$ cat config.mk
export PLATFORM = sky130hd
export DESIGN_NAME = sosfg_mul
export DESIGN_NICKNAME = d
export VERILOG_FILES = /design/src/rtl/core/sosfg_mul.sv
export SDC_FILE = /design/constraint.sdc
export NUM_CORES = 2
export LEC_CHECK = 0
export CAP_MARGIN = 20
export CORE_UTILIZATION = 53
export CTS_BUF_LIST = sky130_fd_sc_hd__clkbuf_4
export DETAILED_ROUTE_END_ITERATION = 8
export DONT_BUFFER_PORTS = 1
export PLACE_DENSITY = 0.79
export SYNTH_ARGS = -nofsm -noshare
export SYNTH_HDL_FRONTEND = slang
export SYNTH_SLANG_ARGS = --single-unit
$ cat constraint.sdc
create_clock -name clk -period 9.2 [get_ports clk]
set_input_delay 0.46 -clock clk [delete_from_list [all_inputs] [get_ports clk]]
set_output_delay 0.46 -clock clk [all_outputs]
set_load 0.01 [all_outputs]
$ cat src/rtl/core/sosfg_mul.sv
// ----------------------------------------------------------------------------
// sosfg_mul
// Shared 32x32 unsigned multiplier with registered product.
// ----------------------------------------------------------------------------
module sosfg_mul (
	input  logic        clk,
	input  logic [31:0] a,
	input  logic [31:0] b,
	output logic [63:0] prod
);

	logic [63:0] prod_q;

	always_ff @(posedge clk) begin
		prod_q <= 64'(a) * 64'(b);
	end

	assign prod = prod_q;

endmodule

==> results.cfg <==
[synth]
synth.area.top_cells = fa_1 (52%), and2_1 (11%), ha_1 (9.5%), inv_1 (9.4%), nand2_1 (5.2%)
synth_edf_count = 0
async_reset_ff_share_pct = 0
netlist_instances = 3748
synth_commonest_cells = fa_1 (896), inv_1 (865), and2_1 (602)
mappedNetlistArea_um2 = 34680
synth.most_common_cell = fa_1
synth.avg_cell_area_um2 = 9.252
synth-main-ff-cell = dfxtp_1
synth_warnings = 0
synth_cell_types = 57
netlist.area_leader.share_pct = 51.73
synth_top_area_cell = fa_1
ys_seq_area_share_pct = 3.695
synth_fp_nets = 4972
yosys_register_bits = 64

[critical_path]
crit_start = b[17]
cp_common_cell = fa_1
path_buf_inv = 4
path_depth = 22
critPathArrivalTime_ns = 7.71
end_kind = register
crit_type = input port to register
critPathSlowestCell = fa_1
slowest_delay_ns = 0.59
crit_fanout = 32
critPathLaunchType = input port
cp-endpoint = prod[62]
crit_family = adder cells
worstPathCellList = and2_1, fa_1, inv_1, fa_1, inv_1, fa_1, fa_1, fa_1, fa_1, fa_1, inv_1, fa_1, inv_1, ha_1, nand4_1, or4_1, or3_1, a31oi_1, a31o_2, a211oi_1, o21ai_1, xor2_1
required_ns = 9.59

[sta]
final_max_slew_viol_count = 0
hold_viol_final = 0
setup_violations = 0
tightest_slew_ns = 0.8232
slew_headroom_pct = 44.75
period_share_pct = 79.58
grt_setup_unrepaired = no
fmax_ghz = 0.1366
final.setup.worst_slack_ns = 1.879
finalCriticalPeriod_ns = 7.321
fin_tns_setup_ns = 0

[clock_tree]
cts_resized = 0
cts-root-buf = clkbuf_4
postCtsSetupBuffers = 0
cts_tree = done
clk_pin_slew_worst_paths_ns = 0.13
htreeDepth = 3
cts_buffer_depth = 2
cts_buffers = 9
postCtsHoldBufs = 0
cts.sinks = 64

[layout]
fillers = 5656
largest_reg_flops = 64
nets = 4763
drive_above_1_share_pct = 0.9032
syn_to_final_growth_pct = 1.205

[global_route]
grt_pass1_vias = 27430
antenna_found_initial = 1
grt_max_degree = 33
grt-ovfl-total = 0
grt_pass1_wl_um = 144900
grt_usage_pct = 28.06

[floorplan]
die_w_um = 257.8
num_rows = 93
start_util_pct = 53.69
core_um2 = 64580
die_y_um = 257.8
dieArea_um2 = 66450
io_pins = 129

[run]
drv_cap = 0

[place]
hpwlAfterDp_um = 71580
io_buffers = 0
place_ws_ns = 1.473
place_congestion = 0.9174

[detailed_routing]
antenna_left = 0
drc = 0
dr.pass1.iters = 6
totalWireLength_um = 88820
drt_iter0_markers = 1604
vias = 24470
routed_via_density = 5.562
routedWlPerCell_um = 20.19

[hold_path]
hp-class = input port to register

[status]
status = finished clean
## logic make-up (layout without fill, tap and decap cells)
logic type,after synthesis,after routing,synth area share [%]
buf+inv,1085,880,11.77
other cells,0,2,0
xor+xnor,60,60,1.515
flops,64,64,3.695
mux,1,1,0.02887
compound gates,202,202,4.153
fa+ha+maj,1159,1159,61.22
simple gates,1177,1177,17.62
## cells in the final DEF, fill, tap and decap left out, types with 3 or more instances in the layout
master / instances
o21bai_1: 10
or3_1: 3
a21o_1: 40
o31ai_4: 3
a31oi_1: 12
xnor2_1: 35
and4_1: 3
nand2_1: 480
a211oi_1: 3
or2_2: 3
and2_1: 602
dfxtp_1: 64
o21a_1: 9
xor2_1: 25
clkbuf_4: 9
bufinv_16: 3
or4_1: 3
and3_1: 14
a21boi_1: 3
inv_1: 865
fa_1: 896
nand4_1: 23
a221oi_4: 3
o21ai_1: 5
nor2_1: 20
a221o_1: 4
a21oi_2: 3
o221ai_1: 3
o21ai_0: 21
nor3_1: 7
ha_1: 263
a21oi_1: 63
nand3_1: 10
## worst min-delay path by stage
| stage | start | end | slack (ns) | cells after the start |
|---|---|---|---|---|
| detailed placement | b[0] | prod[0] | 0.61 | 1 |
| global placement | b[0] | prod[0] | 0.59 | 1 |
| CTS | b[0] | prod[0] | 0.13 | 1 |
| floorplan | b[0] | prod[0] | 0.59 | 1 |
| global route | b[0] | prod[0] | 0.11 | 1 |
| finish | b[0] | prod[0] | 0.16 | 1 |
## stage by stage
step | hold slack, ns | std cells | util (%) | instance area (µm²)
6_report | 0.1639 | 4400 | 54.34 | 35090
4_1_cts | 0.1262 | 4398 | 54.33 | 35090
3_3_place_gp | 0.5935 | 4383 | 54.06 | 34910
5_1_grt | 0.1136 | 4400 | 54.34 | 35090
2_1_floorplan | 0.5873 | 3748 | - | 34680
3_5_place_dp | 0.6113 | 4383 | 54.06 | 34910
## per-layer routing
metal | GRT usage (%) | part of all wire (%)
met2 | 49.45 | 51
met1 | 31.59 | 34
met3 | 4.505 | 6.9
met5 | 0 | 0
met4 | 18.05 | 7.9
## layout make-up
class / count / area, µm² / area share [%]
inverters: 865 / 3247 / 9.252
multi-input cells: 2599 / 29310 / 83.53
flip-flops and latches: 64 / 1281 / 3.651
clock buffers: 9 / 67.56 / 0.1925
well taps: 855 / 1070 / 3.048
clock inverters: 6 / 108.9 / 0.3102
diodes: 2 / 5.005 / 0.01426
Power is left out: the tool's default activity adds up to more than one toggle a clock period on the data nets, which glitch-free logic cannot reach.
