<file path="src/rtl/core/sosfg_ram.sv">
// ----------------------------------------------------------------------------
// sosfg_ram
// Generic single-write, single-read RAM with registered read data.
// ----------------------------------------------------------------------------
module sosfg_ram #(
	parameter int WIDTH  = 16,
	parameter int DEPTH  = 16,
	parameter int ADDR_W = 4
) (
	input  logic              clk,
	input  logic              we,
	input  logic [ADDR_W-1:0] waddr,
	input  logic [WIDTH-1:0]  wdata,
	input  logic [ADDR_W-1:0] raddr,
	output logic [WIDTH-1:0]  rdata
);

	logic [WIDTH-1:0] mem [DEPTH];

	always_ff @(posedge clk) begin
		if (we) begin
			mem[waddr] <= wdata;
		end
		rdata <= mem[raddr];
	end

endmodule

</file>
<file path="config.mk">
export PLATFORM = sky130hd
export DESIGN_NAME = sosfg_ram
export DESIGN_NICKNAME = d
export VERILOG_FILES = /design/src/rtl/core/sosfg_ram.sv
export SDC_FILE = /design/constraint.sdc
export NUM_CORES = 1
export LEC_CHECK = 0
export BUFFER_PORTS_ARGS = -buffer_cell sky130_fd_sc_hd__buf_2
export CORE_MARGIN = 1.5
export CORE_UTILIZATION = 60
export DETAILED_ROUTE_END_ITERATION = 10
export GPL_ROUTABILITY_DRIVEN = 0
export GPL_TIMING_DRIVEN = 0
export HOLD_SLACK_MARGIN = 0.15
export PLACE_DENSITY = 0.81
export SYNTH_ARGS = -nofsm -noshare
export SYNTH_HDL_FRONTEND = slang
export SYNTH_SLANG_ARGS = --single-unit
export TNS_END_PERCENT = 20
</file>
<file path="constraint.sdc">
create_clock -name clk -period 4.8 [get_ports clk]
set_input_delay 0.72 -clock clk [delete_from_list [all_inputs] [get_ports clk]]
set_output_delay 0.72 -clock clk [all_outputs]
set_load 0.02 [all_outputs]
</file>
==> impl_metrics.csv <==
group,metric,value,unit
status,status,"finished, final reports clean",
floorplanning,core_area,16500,µm²
synthesis,synth_area,10000,µm²
hold_path,hold_start,"wdata[12]",
route,detail_route.wl_per_cell,27.9,µm
sta,hold_viol_final,0,
worst_setup_path,worstSetupEndpointType,"register",
worst_setup_path,path_class,"in -> reg",
power,peakVddDrop,0.339,mV
layout,ff_latch_area,8010,µm²
layout,layout_common_cells,"edfxtp_1 (256), mux4_2 (54), buf_2 (42), a22oi_1 (32), clkbuf_16 (27)",
cts,insertion_delay,0.52,ns
route,drc,0,
cts,tritoncts,"done",
floorplanning,die-width,132,µm
place,place_area,10800,µm²
sta,slew_violations,0,
sta,fin_crit,2.26,ns
floorplanning,start_util,0.610,
power,total_power,4.90,mW
power,leakage,3.82,nW
cts,cts_buffers,27,
route,num_vias,4867,
layout,final_net_count,542,
worst_setup_path,cp_slowest_cell,"nor3_2",
cts,htree_levels,1,
power,clockPowerShare,0.401,
sta,worstMarginPinSlew,1.02,ns
synthesis,syn_avg_cell_area,23.2,µm²
cts,cts_hold_buf,0,
route,viasPerCell,6.44,
cts,post_cts_buffers,0,
sta,post-route-period-util,0.470,
floorplanning,io_pins,42,
grt,antenna_found_initial,0,
synthesis,synth_seq_cells,272,
worst_setup_path,path_cells,"buf_2, or3b_2, nor3_2, buf_8",
grt,grt_util_all_layers,0.250,
layout,layout_commonest_cell,"edfxtp_1",
hold_path,hold_class,"in -> reg",
power,p_int,3.91,mW
worst_setup_path,r2r-start,"mem[9][9]",
power,switchingPower,0.987,mW
sta,fin_tns_setup,0,ns
sta,clock.fmax,0.443,GHz
cts,cts-resized-gates,0,
floorplanning,row_count,47,
layout,final_area,11600,µm²
grt,grt_start_max_net_pins,17,
worst_setup_path,startpoint,"waddr[2]",
sta,setup_viol,0,
grt,grt_pass1_wl,31300,µm
route,drtIter0Drc,613,
power,pwr-share-comb,0.054,
cts,cts_buffer_depth,3,
layout,syn_to_final_growth,15.9,%
route,drt-total-wl,21100,µm
cts,cts.clk_slew.worst_paths,0.06,ns
layout,drive_above_1_share,0.328,
sta,slew_headroom,0.313,
floorplanning,dieArea,17500,µm²
worst_setup_path,worst-path-buf-inv,2,
power,power_density,421,nW/µm²
layout,multiInputGateArea,1960,µm²
worst_setup_path,required,5.02,ns
layout,diodes,0,
synthesis,netlist_instances,432,
worst_setup_path,critPathLaunchType,"input port",
worst_setup_path,cp_max_fo,9,
grt,overflow,0,
worst_setup_path,arrival,2.48,ns
place,hpwl,13400,µm
synthesis,ys_seq_area_frac,0.797,
sta,skew,0.0149,ns
grt,grt_pass1_vias,5057,
cts,cts_root_buf,"clkbuf_16",
power,sw_frac_of_total,0.201,
synthesis,ys_warn_count,0,
worst_setup_path,cpPeakStageDelay,0.80,ns
worst_setup_path,cp_top_family,"simple AND/OR/NAND/NOR gates",
cts,numClockSinks,272,
synthesis,synthesis.nets,458,
flow_run,cap_violations,0,
layout,nFillCells,955,
floorplanning,dieHeight,132,µm
route,ant_nets,0,
sta,grt_setup_unrepaired,"no",
synthesis,synth_cell_types,19,
place,io_buffer_count,39,
route,dr.pass1.iters,5,
power,seq_power_share,0.545,
path summary, 6_finish.rpt:
path	to	slack, ns	depth (start not counted)
worst max-delay path	mem[0][10]	2.54	4
worst min-delay path	mem[12][12]	0.57	1
worst max register to register	rdata[9]	3.41	3
worst min register to register	rdata[3]	0.69	3
per-stage QoR:
stage | setup slack (ns) | utilization | cells | hold WS [ns]
final | 2.54 | 0.707 | 756 | 0.567
after CTS | 2.52 | 0.707 | 756 | 0.546
after floorplan | 2.02 | - | 432 | 0.635
after detailed placement | 1.98 | 0.655 | 707 | 0.676
after global placement | 0.813 | 0.639 | 691 | 0.665
after global routing | 2.44 | 0.707 | 756 | 0.562
synth_stat cells:
cell type / n / area [µm²]
dfxtp_1: 16 / 320
clkbuf_1: 8 / 30.0
buf_2: 3 / 15.0
nand2b_1: 2 / 12.5
nand3b_1: 2 / 15.0
nand2_1: 17 / 63.8
mux4_2: 54 / 1220
buf_1: 3 / 11.3
mux4_1: 10 / 263
or3b_2: 1 / 8.76
nor2b_1: 2 / 12.5
nand3_1: 1 / 5.00
buf_4: 3 / 22.5
nor3_1: 4 / 20.0
edfxtp_1: 256 / 7690
buf_6: 4 / 45.0
and2_1: 1 / 6.26
a22oi_1: 32 / 240
nor2_1: 13 / 48.8
per-layer routing:
layer / global-route usage / vias to the layer above / routed length, µm
met3: 0.0546 / 52 / 2000
li1: - / 2021 / -
met5: 0 / - / 0
met1: 0.349 / 2521 / 8070
met4: 0.0910 / 0 / 606
met2: 0.400 / 273 / 10400
cells by family after synthesis:
group / Yosys count / share of synthesized area
and+or+nand+nor: 43 / 0.0192
AOI/OAI and AO/OA: 32 / 0.0239
buffers and inverters: 21 / 0.0123
DFF: 272 / 0.797
muxes: 64 / 0.147
registers in the layout, summed over array words and instances (netlist names):
signal	cells
mem	256
rdata	16
cell type report:
cell class                 instances  share of cell area
buffer                            21              0.0106
clock buffer                      43              0.0701
clock inverter                     6             0.00269
multi-input combinational        139               0.169
sequential                       272               0.688
tap                              220              0.0237
timing repair buffer              55              0.0361
power groups by stage:
stage / Combinational [mW] / Sequential (mW) / Clock, mW
finish: 0.266 / 2.67 / 1.97
global route: 0.281 / 2.67 / 2.09
detailed placement: 0.264 / 2.72 / 0
CTS: 0.266 / 2.67 / 1.99
global placement: 0.241 / 2.72 / 0
floorplan: 0.129 / 2.74 / 0
No activity file was read; power rests on OpenSTA's default activity.
