<file path="config.mk">
export PLATFORM = sky130hd
export DESIGN_NAME = sosfg_div
export DESIGN_NICKNAME = d
export VERILOG_FILES = /design/src/rtl/core/sosfg_pkg.sv /design/src/rtl/core/sosfg_div.sv
export SDC_FILE = /design/constraint.sdc
export NUM_CORES = 1
export LEC_CHECK = 0
export ABC_AREA = 1
export ABC_CLOCK_PERIOD_IN_PS = 2900
export BUFFER_PORTS_ARGS = -buffer_cell sky130_fd_sc_hd__buf_2
export CORE_UTILIZATION = 30
export CTS_BUF_LIST = sky130_fd_sc_hd__clkbuf_2
export CTS_CLUSTER_DIAMETER = 200
export DETAILED_ROUTE_END_ITERATION = 7
export PLACE_DENSITY_LB_ADDON = 0.2
export SYNTH_ARGS = -nofsm -noshare
export SYNTH_HDL_FRONTEND = slang
export SYNTH_SLANG_ARGS = --single-unit
export TNS_END_PERCENT = 100
</file>
<file path="constraint.sdc">
create_clock -name clk -period 2.9 [get_ports clk]
set_input_delay 0 -clock clk [delete_from_list [all_inputs] [get_ports clk]]
set_output_delay 0 -clock clk [all_outputs]
set_load 0.01 [all_outputs]
</file>
<file path="src/rtl/core/sosfg_pkg.sv">
// ----------------------------------------------------------------------------
// sosfg_pkg
// Shared types, constants and sine/cosine microcode for the fading gain block.
// ----------------------------------------------------------------------------
package sosfg_pkg;

	localparam int MAX_PATHS_DEF = 16;

	localparam int IN_DATA_W  = 104;
	localparam int OUT_DATA_W = 24;
	localparam int POWER_W    = 21;
	localparam int CFG_IDX_W  = 2;
	localparam int CFG_DATA_W = 32;
	localparam int NP_W       = 5;

	localparam logic OP_LOAD = 1'b0;
	localparam logic OP_EVAL = 1'b1;

	localparam logic [CFG_IDX_W-1:0] REG_NUM_PATHS = 2'd0;
	localparam logic [CFG_IDX_W-1:0] REG_WAVES     = 2'd1;

	localparam logic [NP_W-1:0] NUM_PATHS_RST = 5'd8;
	localparam logic [31:0]     WAVES_RST     = 32'd134310003;

	localparam logic [POWER_W-1:0] POWER_MAX = 21'd1048576;

	// divider operand widths
	localparam int DIV_DW = 52;
	localparam int DIV_SW = 29;

	// floor(p / 1000) as ((p >> 3) * ceil(2^56 / 125)) >> 56, halves of the multiplier
	localparam logic [31:0] DOP_RECIP_LO = 32'd3126736192;
	localparam logic [31:0] DOP_RECIP_HI = 32'd134217;

	// sine/cosine constants, Q2.30
	localparam logic [31:0] Q30_ONE = 32'd1073741824;
	localparam logic [31:0] K_PI4   = 32'd843314857;
	localparam logic [31:0] M_DIV6  = 32'd2863311531;
	localparam logic [31:0] M_DIV12 = 32'd2863311531;
	localparam logic [31:0] M_DIV20 = 32'd3435973837;
	localparam logic [31:0] M_DIV30 = 32'd2290649225;
	localparam logic [31:0] M_DIV42 = 32'd3272356036;
	localparam logic [31:0] M_DIV56 = 32'd2454267027;

	localparam logic [1:0] A_W  = 2'd0;
	localparam logic [1:0] A_DV = 2'd1;
	localparam logic [1:0] A_X  = 2'd2;
	localparam logic [1:0] A_X2 = 2'd3;

	localparam logic [3:0] SC_LAST = 4'd14;

	typedef struct packed {
		logic [1:0]  a_sel;
		logic        b_dv;
		logic [31:0] b_const;
		logic [5:0]  sh;
		logic        sub;
	} uop_t;

	// one multiply per step; sh/sub post-process the product for the next step
	function automatic uop_t sc_uop(input logic [3:0] step);
		uop_t u;
		u = '{a_sel: A_W, b_dv: 1'b0, b_const: 32'd0, sh: 6'd0, sub: 1'b0};
		unique case (step)
			4'd0:  u = '{a_sel: A_W,  b_dv: 1'b0, b_const: K_PI4,   sh: 6'd21, sub: 1'b0};
			4'd1:  u = '{a_sel: A_DV, b_dv: 1'b1, b_const: 32'd0,   sh: 6'd30, sub: 1'b0};
			4'd2:  u = '{a_sel: A_DV, b_dv: 1'b0, b_const: M_DIV42, sh: 6'd37, sub: 1'b1};
			4'd3:  u = '{a_sel: A_X2, b_dv: 1'b1, b_const: 32'd0,   sh: 6'd30, sub: 1'b0};
			4'd4:  u = '{a_sel: A_DV, b_dv: 1'b0, b_const: M_DIV20, sh: 6'd36, sub: 1'b1};
			4'd5:  u = '{a_sel: A_X2, b_dv: 1'b1, b_const: 32'd0,   sh: 6'd30, sub: 1'b0};
			4'd6:  u = '{a_sel: A_DV, b_dv: 1'b0, b_const: M_DIV6,  sh: 6'd34, sub: 1'b1};
			4'd7:  u = '{a_sel: A_X,  b_dv: 1'b1, b_const: 32'd0,   sh: 6'd30, sub: 1'b0};
			4'd8:  u = '{a_sel: A_X2, b_dv: 1'b0, b_const: M_DIV56, sh: 6'd37, sub: 1'b1};
			4'd9:  u = '{a_sel: A_X2, b_dv: 1'b1, b_const: 32'd0,   sh: 6'd30, sub: 1'b0};
			4'd10: u = '{a_sel: A_DV, b_dv: 1'b0, b_const: M_DIV30, sh: 6'd36, sub: 1'b1};
			4'd11: u = '{a_sel: A_X2, b_dv: 1'b1, b_const: 32'd0,   sh: 6'd30, sub: 1'b0};
			4'd12: u = '{a_sel: A_DV, b_dv: 1'b0, b_const: M_DIV12, sh: 6'd35, sub: 1'b1};
			4'd13: u = '{a_sel: A_X2, b_dv: 1'b1, b_const: 32'd0,   sh: 6'd31, sub: 1'b1};
			default: u = '{a_sel: A_W, b_dv: 1'b0, b_const: 32'd0, sh: 6'd0, sub: 1'b0};
		endcase
		return u;
	endfunction

endpackage

</file>
<file path="src/rtl/core/sosfg_div.sv">
// ----------------------------------------------------------------------------
// sosfg_div
// Restoring divider, one quotient bit per cycle.
// ----------------------------------------------------------------------------
module sosfg_div
	import sosfg_pkg::*;
(
	input  logic              clk,
	input  logic              arst_n,
	input  logic              start,
	input  logic [DIV_DW-1:0] dividend,
	input  logic [DIV_SW-1:0] divisor,
	output logic [DIV_DW-1:0] quotient,
	output logic              done
);

	localparam int CNT_W = $clog2(DIV_DW + 1);

	logic [CNT_W-1:0]  cnt_q;
	logic              run_q;
	logic              done_q;
	logic [DIV_DW-1:0] dvd_q;
	logic [DIV_SW-1:0] dsr_q;
	logic [DIV_SW-1:0] rem_q;
	logic [DIV_SW:0]   r2;
	logic              ge;

	assign r2 = {rem_q, dvd_q[DIV_DW-1]};
	assign ge = r2 >= {1'b0, dsr_q};

	always_ff @(posedge clk or negedge arst_n) begin
		if (!arst_n) begin
			run_q  <= 1'b0;
			done_q <= 1'b0;
			cnt_q  <= '0;
		end else begin
			done_q <= 1'b0;
			if (start) begin
				run_q <= 1'b1;
				cnt_q <= CNT_W'(DIV_DW);
			end else if (run_q) begin
				cnt_q <= cnt_q - 1'b1;
				if (cnt_q == CNT_W'(1)) begin
					run_q  <= 1'b0;
					done_q <= 1'b1;
				end
			end
		end
	end

	always_ff @(posedge clk) begin
		if (start) begin
			dvd_q <= dividend;
			dsr_q <= divisor;
			rem_q <= '0;
		end else if (run_q) begin
			rem_q <= ge ? DIV_SW'(r2 - {1'b0, dsr_q}) : DIV_SW'(r2);
			dvd_q <= {dvd_q[DIV_DW-2:0], ge};
		end
	end

	assign quotient = dvd_q;
	assign done     = done_q;

endmodule

</file>
==> summary.txt <==
Global routing
  • GRT overflow: 0
  • Antenna violations before repair: 1
  • Vias in the first global route: between 7000 and 8000
  • Largest net degree at the start of global routing: 84
  • GRT Util Overall: ~18%
  • First-pass GRT wire length: 34000 um

Synthesis
  • Async SR Flop Fraction: 6.78%
  • Post-synth net total: 1078
  • Part of the Yosys area used for sequential elements: between 40% and 50%
  • Cell Area, Synth: between 7000 and 8000 um2
  • Ranking of synthesized cells by area: edfxtp_1 35%, nand2_1 21%, dfxtp_1 8.2%
  • Share of the synthesized area in the top cell type: about a third
  • #FFs+latches synth: 118
  • Post-synth EDFFs: 81
  • Top-count cell post-synth: nand2_1
  • Largest area contributor in the netlist: edfxtp_1
  • Ys Warns: 0
  • Commonest register cell after synthesis: edfxtp_1
  • Mapped Cells: slightly below 1000
  • Commonest cells in the netlist: 403 x nand2_1, 137 x inv_1, 81 x edfxtp_1
  • Yosys cell types: 40
  • Syn avg cell area: between 7 and 8 um2

Power and ir drop
  • Pint: 3.90 mW
  • Combinational power share: between 40% and 50%
  • Reg power frac: 33.1%
  • Peak supply drop: about 0.31 mV
  • Power density over the cells: about 700 nW/um2
  • Clk network pwr share: 18.4%
  • P_sw: just over 3 mW
  • Switching part of the total: 43.7%
  • Leakage: 5.05 nW

Timing
  • Max Freq: between 300 and 400 MHz
  • Final Setup Violations: 0
  • Clk_skew: about 0.046 ns
  • Worst Max-Slew Pin Slew: around 0.95 ns
  • Setup TNS: 0 ns
  • Period utilisation layout: roughly 88%
  • Crit path time final: around 2.5 ns
  • Fin worst setup slack: about 0.36 ns
  • Slew Limit Headroom: approximately 36%
  • Fin. Hold Viols: 0
  • RSZ-0062 raised after global routing: false
  • Max-slew violation count: 0

Job
  • Max-Cap Viols: 0

Die
  • Num ports: between 100 and 150
  • Core area: 22800 um2
  • Die Wd: 155 um
  • DIE HEIGHT: between 150 and 200 um
  • Rows: 55
  • Die area: 24100 um2
  • Initial Util: a little under a third

Clock tree
  • CTS tree: done
  • Root buffer cell: clkbuf_2
  • Clock slew at reported path FFs: 0.22 ns
  • Htree depth: 4
  • Clock Latency Late Sink: 0.73 ns
  • Postcts setup bufs: 0
  • CTS sink count: 118
  • CTS max path bufs: 2
  • Total CTS buffers: 17

Routing
  • Routed WL per cell: 12.8 um
  • Iter 0 DRT Violations: between 300 and 400
  • Final ANT Viol Nets: 0
  • Routed WL: between 20000 and 25000 um
  • Via count: approximately 6900
  • Via density: between 4 and 5
  • First-pass DRT Iterations: 8
  • Post-route DRC violation count: 2

Place
  • Placed Area: a little over 8000 um2
  • GP Congestion: 0.868
  • Detail Placement HPWL: about 14000 um
  • Dpl ws: between 0.3 and 0.4 ns
  • PortBufs: roughly 140

Layout
  • Design area: slightly below 10000 um2
  • Layout Nets: 1374
  • Layout area overhead: 40.7%
  • Layout cell share with drive strength beyond 1: 14.9%

Worst hold path
  • Min-delay worst type: primary input to flop

Setup path
  • Crit path DAT: 3.16 ns
  • CP required: between 3 and 4 ns
  • Worst Path Class, Setup: flop to flop
  • CP max FO: 46
  • Critical path capture point type: flop
  • Crit path launch type: flop

Outcome
  • Status: finished with violations
  • Failing checks: design-rule violations
[area by class of cell]
| cell class | count | area, um2 |
|---|---|---|
| clock buffer | 17 | 85.1 |
| inverter | 139 | 522 |
| timing repair buffer | 299 | 2310 |
| multi-input combinational | 683 | 3200 |
| sequential | 118 | 3210 |
| fill | 2419 | 12900 |
| tap | 313 | 392 |
| clock inverter | 15 | 190 |
| antenna | 1 | 2.50 |
[flip-flops by register name, indices dropped and copies added (netlist names)]
signal,count
run_q,1
quotient,52
dsr_q,29
done,1
rem_q,29
cnt_q,6
[worst max-delay path: stages, from the launching register on]
cell and delay (ns):
edfxtp_1 0.43, ha_1 0.22, fa_1 0.42, inv_1 0.09
nand3_1 0.07, nand3_1 0.15, nand2_1 0.07, nand2_1 0.11
nand2_1 0.10, nand3_4 0.39, nand3_1 0.22, nand2_1 0.12
nand2_1 0.05
[metrics by stage]
step	hold slack [ns]	instances	util, %	power, mW
2_1_floorplan	-0.296	962	-	4.75
3_3_place_gp	-0.137	1395	35.3	5.50
3_5_place_dp	-0.137	1395	35.3	5.50
4_1_cts	0.00448	1583	43.3	6.99
5_1_grt	0.00892	1585	43.4	7.59
6_report	0.0690	1585	43.4	6.93
[kinds of logic (layout without fill, tap and decap cells)]
kind of cell / after synthesis / in the layout / synth area share, %
and+or+nand+nor: 591 / 591 / 34.5
buffers and inverters: 161 / 470 / 9.03
DFF: 118 / 118 / 45.6
AOI/OAI and AO/OA: 48 / 48 / 3.66
adders and majority gates: 32 / 32 / 5.79
xor gates and xnor gates: 12 / 12 / 1.49
other: 0 / 1 / 0
[power by group through the flow]
stage | combinational (mW) | sequential [mW] | clock (mW)
floorplan | 2.43 | 2.33 | 0
global placement | 3.17 | 2.33 | 0
detailed placement | 3.18 | 2.33 | 0
CTS | 3.37 | 2.29 | 1.32
global route | 3.87 | 2.34 | 1.39
finish | 3.36 | 2.29 | 1.27
[what timing repair did]
| action | in CTS | in global routing |
|---|---|---|
| hold endpoints to repair | 122 | 1 |
| hold buffers | 156 | 1 |
| gates resized for setup | 0 | 0 |
[worst paths after layout]
kind	from	depth (start not counted)	end	slack (ns)
max in group asynchronous	arst_n	3	cnt_q[3]$_DFFE_PN0P_	2.35
worst min-delay path	dividend[46]	4	quotient[46]$_DFFE_PP_	0.07
worst max register to register	dsr_q[0]$_DFFE_PP_	12	rem_q[22]$_SDFFE_PP0P_	0.36
worst max-delay path	dsr_q[0]$_DFFE_PP_	12	rem_q[22]$_SDFFE_PP0P_	0.36
min in group asynchronous	arst_n	3	cnt_q[4]$_DFFE_PN0P_	0.24
worst min register to register	rem_q[28]$_SDFFE_PP0P_	2	rem_q[28]$_SDFFE_PP0P_	0.48
[per-layer routing]
layer  wire length [um]  track usage (%)  vias to the layer above
met5                  0                0                        -
met4                144             3.83                        0
met3                973             4.65                       12
met2               9880             31.4                      152
met1               9330             21.4                     3161
li1                   -                -                     3623
[cell usage in the layout (no fill, tap or decap), types with 3 or more instances in the layout]
cell type,count
clkinv_4,3
nand3_1,74
nand4_1,9
nand2_1,403
nor3_1,6
inv_6,7
dfrtp_1,8
nand3b_1,3
buf_4,6
and2_1,4
nor2_1,75
nor2_2,3
xnor2_1,11
edfxtp_1,81
o21bai_1,3
inv_1,136
buf_2,135
o21ai_0,19
dfxtp_1,29
a21oi_1,19
nand2_2,3
bufinv_16,3
dlygate4sd3_1,157
ha_1,31
clkbuf_2,17
No activity file was read; power rests on OpenSTA's default activity.
